## config.mk

```make
export PLATFORM = sky130hd
export DESIGN_NAME = rsks_ctrl
export DESIGN_NICKNAME = d
export VERILOG_FILES = /design/src/sv/rsks_pkg.sv /design/src/sv/rsks_ctrl.sv
export SDC_FILE = /design/constraint.sdc
export NUM_CORES = 1
export LEC_CHECK = 0
export BUFFER_PORTS_ARGS = -buffer_cell sky130_fd_sc_hd__buf_4
export CAP_MARGIN = 20
export CORE_AREA = 2 2 39 41
export DETAILED_ROUTE_END_ITERATION = 10
export DIE_AREA = 0 0 41 43
export PLACE_DENSITY = 0.58
export SYNTH_ARGS = -nofsm -noshare
export SYNTH_HDL_FRONTEND = slang
export SYNTH_SLANG_ARGS = --single-unit
export TNS_END_PERCENT = 10
```

## constraint.sdc

```tcl
create_clock -name i_clk -period 1.8 [get_ports i_clk]
set_input_delay 0.27 -clock i_clk [delete_from_list [all_inputs] [get_ports i_clk]]
set_output_delay 0.27 -clock i_clk [all_outputs]
set_load 0.01 [all_outputs]
```

## src/sv/rsks_pkg.sv

```systemverilog
// Shared types and constants for the record stack with key search.
package rsks_pkg;

    // Field widths of one word on each side
    localparam int unsigned KEY_W   = 32;
    localparam int unsigned POS_W   = 7;
    localparam int unsigned OP_W    = 2;
    localparam int unsigned ST_W    = 2;
    localparam int unsigned OUT_D_W = 48;

    typedef enum logic [OP_W-1:0] {
        OP_PUSH   = 2'd0,
        OP_POP    = 2'd1,
        OP_SEARCH = 2'd2,
        OP_NONE   = 2'd3
    } t_op;

    typedef enum logic [ST_W-1:0] {
        ST_OK        = 2'd0,
        ST_FULL      = 2'd1,
        ST_EMPTY     = 2'd2,
        ST_NOT_FOUND = 2'd3
    } t_status;

    // Commands from the controller to the datapath
    typedef struct packed {
        logic load;       // capture the accepted input word
        logic emit;       // finish the operation and fill the output register
        logic pop_rd;     // drop the top entry and read it
        logic scan_init;  // rewind the search pointer
        logic scan_step;  // issue the next search read
    } t_cmd;

    // Status from the datapath to the controller
    typedef struct packed {
        t_op  op;         // captured operation
        logic empty;      // no entries held
        logic hit;        // last search read matches the key
        logic scan_end;   // every held entry has been read
        logic pend;       // a search read is in flight
        logic out_free;   // output register can take a word this cycle
    } t_sts;

endpackage

```

## src/sv/rsks_ctrl.sv

```systemverilog
// Controller state machine for the record stack with key search.
module rsks_ctrl
    import rsks_pkg::*;
(
    input  logic i_clk,
    input  logic i_rst_n,
    input  logic i_in_valid,
    output logic o_in_ready,
    input  t_sts i_sts,
    output t_cmd o_cmd
);

    typedef enum logic [3:0] {
        S_IDLE = 4'b0001,
        S_EXEC = 4'b0010,
        S_POPW = 4'b0100,
        S_SCAN = 4'b1000
    } t_state;

    t_state r_state;
    t_state n_state;
    logic   w_fin;

    assign o_in_ready = (r_state == S_IDLE);
    assign w_fin      = i_sts.hit || (i_sts.scan_end && !i_sts.pend);

    // Sequence each operation and hold on a busy output register
    always_comb begin
        n_state = r_state;
        o_cmd   = '0;
        case (r_state)
            S_IDLE: begin
                if (i_in_valid) begin
                    o_cmd.load = 1'b1;
                    n_state    = S_EXEC;
                end
            end
            S_EXEC: begin
                case (i_sts.op)
                    OP_POP: begin
                        if (!i_sts.empty) begin
                            o_cmd.pop_rd = 1'b1;
                            n_state      = S_POPW;
                        end else if (i_sts.out_free) begin
                            o_cmd.emit = 1'b1;
                            n_state    = S_IDLE;
                        end
                    end
                    OP_SEARCH: begin
                        o_cmd.scan_init = 1'b1;
                        n_state         = S_SCAN;
                    end
                    default: begin
                        if (i_sts.out_free) begin
                            o_cmd.emit = 1'b1;
                            n_state    = S_IDLE;
                        end
                    end
                endcase
            end
            S_POPW: begin
                if (i_sts.out_free) begin
                    o_cmd.emit = 1'b1;
                    n_state    = S_IDLE;
                end
            end
            S_SCAN: begin
                if (!w_fin) begin
                    o_cmd.scan_step = 1'b1;
                end else if (i_sts.out_free) begin
                    o_cmd.emit = 1'b1;
                    n_state    = S_IDLE;
                end
            end
            default: begin
                n_state = S_IDLE;
            end
        endcase
    end

    always_ff @(posedge i_clk) begin
        if (!i_rst_n) begin
            r_state <= S_IDLE;
        end else begin
            r_state <= n_state;
        end
    end

endmodule

```

==> results.cfg <==
[status]
outcome = finished clean

[clock_network]
clkSinkCount = 4
ctsHtreeMaxLevel = 1
cts_tree = done
clock_latency_ps = 240
cts_root_buffer = clkbuf_4
clk_path_buf_depth = 2
cts_made_buffers = 3
cts.clk_slew.worst_paths_ps = 40

[critical_path]
arrival_ps = 1450
worstSetupEndpointType = output pin
crit_type = reg2out
start_kind = flip-flop
required_ps = 1530
r2r-start = r_state[2]$_SDFFE_PN0P_
r2r_slack_ps = 430
cp_top_family = simple AND/OR/NAND/NOR gates
cp_max_fo = 6
path_buf_inv = 1
rr_endpoint = r_state[2]$_SDFFE_PN0P_
slowest_delay_ps = 450
slowest_stage = nor4b_2
reg2reg_depth = 4
path_cells = nor4b_2 > and3b_1 > buf_4

[placed_design]
globalplace.congestion = 0.718
io_buffers = 15

[global_routing]
grt_util_met2_pct = 19.1
grt_max_degree = 9
grt_pass1_vias = 380
grt_overflow = 0
grt_pass1_wl_um = 1500
track_usage_pct = 12.9
top_usage_layer = met2
antenna_found_initial = 0
met3_usage_pct = 4.71
use_met1_pct = 15.0

[detailed_routing]
viasPerCell = 4.90
drt_iter0_drc = 2
vias = 392
routed_wl_um = 926
wl_per_cell_um = 11.6
drtPass1Iterations = 3
ant_nets = 0
drcViolationCount = 0

[sta]
fin_crit_sh_pct = 95.6
tightest_slew_ps = 392
setup_viol = 0
whs_ps = 258
slew_viol_final = 0
max_freq_mhz = 581
finalHoldViolations = 0
fin_crit_ps = 1720
slew-limit-headroom_pct = 73.8
skew_ps = 6.12

[finish]
mostFrequentLayoutCell = buf_4
reg_top3 = r_state (4)
final_cell_mix = buf_4, inv_1
multi_input_area_um2 = 297
regArea_um2 = 82.6
top_register = r_state
drive_above_1_share_pct = 43.8
num_antenna_cells = 0
nets = 78
largest_reg_flops = 4
area_delta_synth_final_pct = 41.8
n_fill_cell = 155

[floorplanning]
die_height_um = 43
initial_core_util_pct = 28.6
num_rows = 14
dieArea_mm2 = 0.00176
design.core.area_mm2 = 0.00138
die_w_um = 41
ios = 16

[synthesis]
yosysWarnings = 0
syn_inst = 45
seq_area_frac_synth_pct = 20.3
avgSynthCellArea_um2 = 8.79
ys_ff_latch = 4
synth_cell_types = 26
syn_area_um2 = 395
synth_nets = 57

[power_and_ir_drop]
peakVddDrop_mv = 0.338
power.density_mw_per_mm2 = 757
power_uw = 424
leakage_uw = 0.000282

[job]
cap_violations = 0

[hold_path]
whs_path_depth = 2
hold_path_end = r_state[3]$_SDFFE_PN0P_
hp-start = i_rst_n
hp-class = in2reg
worst reg2reg max path, cell delays in order (launching register included):
cell     delay (ps)
dfxtp_1         370
nor4b_2         450
and3b_1         260
and2b_1         140
o21a_1          100
how the worst max path moves through the flow:
| stage | to | startpoint | slack [ps] | cells after the start |
|---|---|---|---|---|
| 3_5_place_dp | o_cmd[3] | i_sts[5] | 180 | 7 |
| 6_report | o_cmd[2] | r_state[2]$_SDFFE_PN0P_ | 80 | 3 |
| 3_3_place_gp | o_cmd[3] | i_sts[5] | 200 | 7 |
| 2_1_floorplan | o_cmd[3] | r_state[1]$_SDFFE_PN0P_ | 400 | 4 |
| 5_1_grt | o_cmd[2] | r_state[2]$_SDFFE_PN0P_ | -4 | 3 |
| 4_1_cts | o_cmd[3] | r_state[1]$_SDFFE_PN0P_ | 40 | 5 |
final cells by class:
type | count | share of cell area (%)
multi-input combinational | 36 | 52.9
timing repair buffer | 16 | 21.4
sequential | 4 | 14.7
clock buffer | 3 | 4.02
tap | 16 | 3.57
inverter | 5 | 3.35
cells in the mapped netlist, drive strengths merged:
library cell	count	share of area [%]
a211o	1	2.2
and2b	3	6.0
nand2b	1	1.6
and3b	1	2.2
or2b	1	1.9
nor4b	3	14
a21bo	1	2.5
and2	2	3.2
o21bai	1	1.9
nand3	1	1.3
ha	2	6.3
or2	1	1.6
o21ai	5	6.3
a211oi	1	3.2
nor2	1	0.95
nor3	1	1.3
a21oi	2	2.5
dfxtp	4	20
o21a	3	5.7
inv	5	4.7
nor2b	3	4.7
o2111a	1	2.8
and4bb	1	3.2
timing repair:
item	CTS	global route
buffers inserted	0	0
setup endpoints to repair	0	1
gates resized for setup	0	2
hold buffers	0	0
report_power, final:
part | leakage [uW] | switching (uW) | internal (uW)
registers | 0.0000336 | 21.6 | 103
logic | 0.000234 | 76.8 | 106
clock network | 0.0000138 | 41.3 | 74.9
total | 0.000282 | 140 | 285
logic make-up (layout without fill, tap and decap cells):
group / after synthesis / after routing / share of synthesized area (%)
AND/OR/NAND/NOR: 19 / 19 / 41.5
AO/OA/AOI/OAI: 15 / 15 / 27.2
buffers and inverters: 5 / 24 / 4.75
flip-flops: 4 / 4 / 20.3
adder cells (fa/ha/maj): 2 / 2 / 6.33
routing by layer:
metal  share of wire, %  wire length (um)
met3                5.4                50
met2                 49               458
met5                  0                 0
met1                 45               417
met4                  0                 0
per-stage QoR:
step                cell area (um2)  TNS, ps  worst slack, ps  std cells  util, %
global placement                536        0              199         77     38.7
global route                    561    -4.17            -4.17         80     40.5
finish                          561        0             80.0         80     40.5
floorplan                       395        0              398         45        -
CTS                             558        0             42.0         80     40.3
detailed placement              536        0              185         77     38.7
No activity file was read; power rests on OpenSTA's default activity.
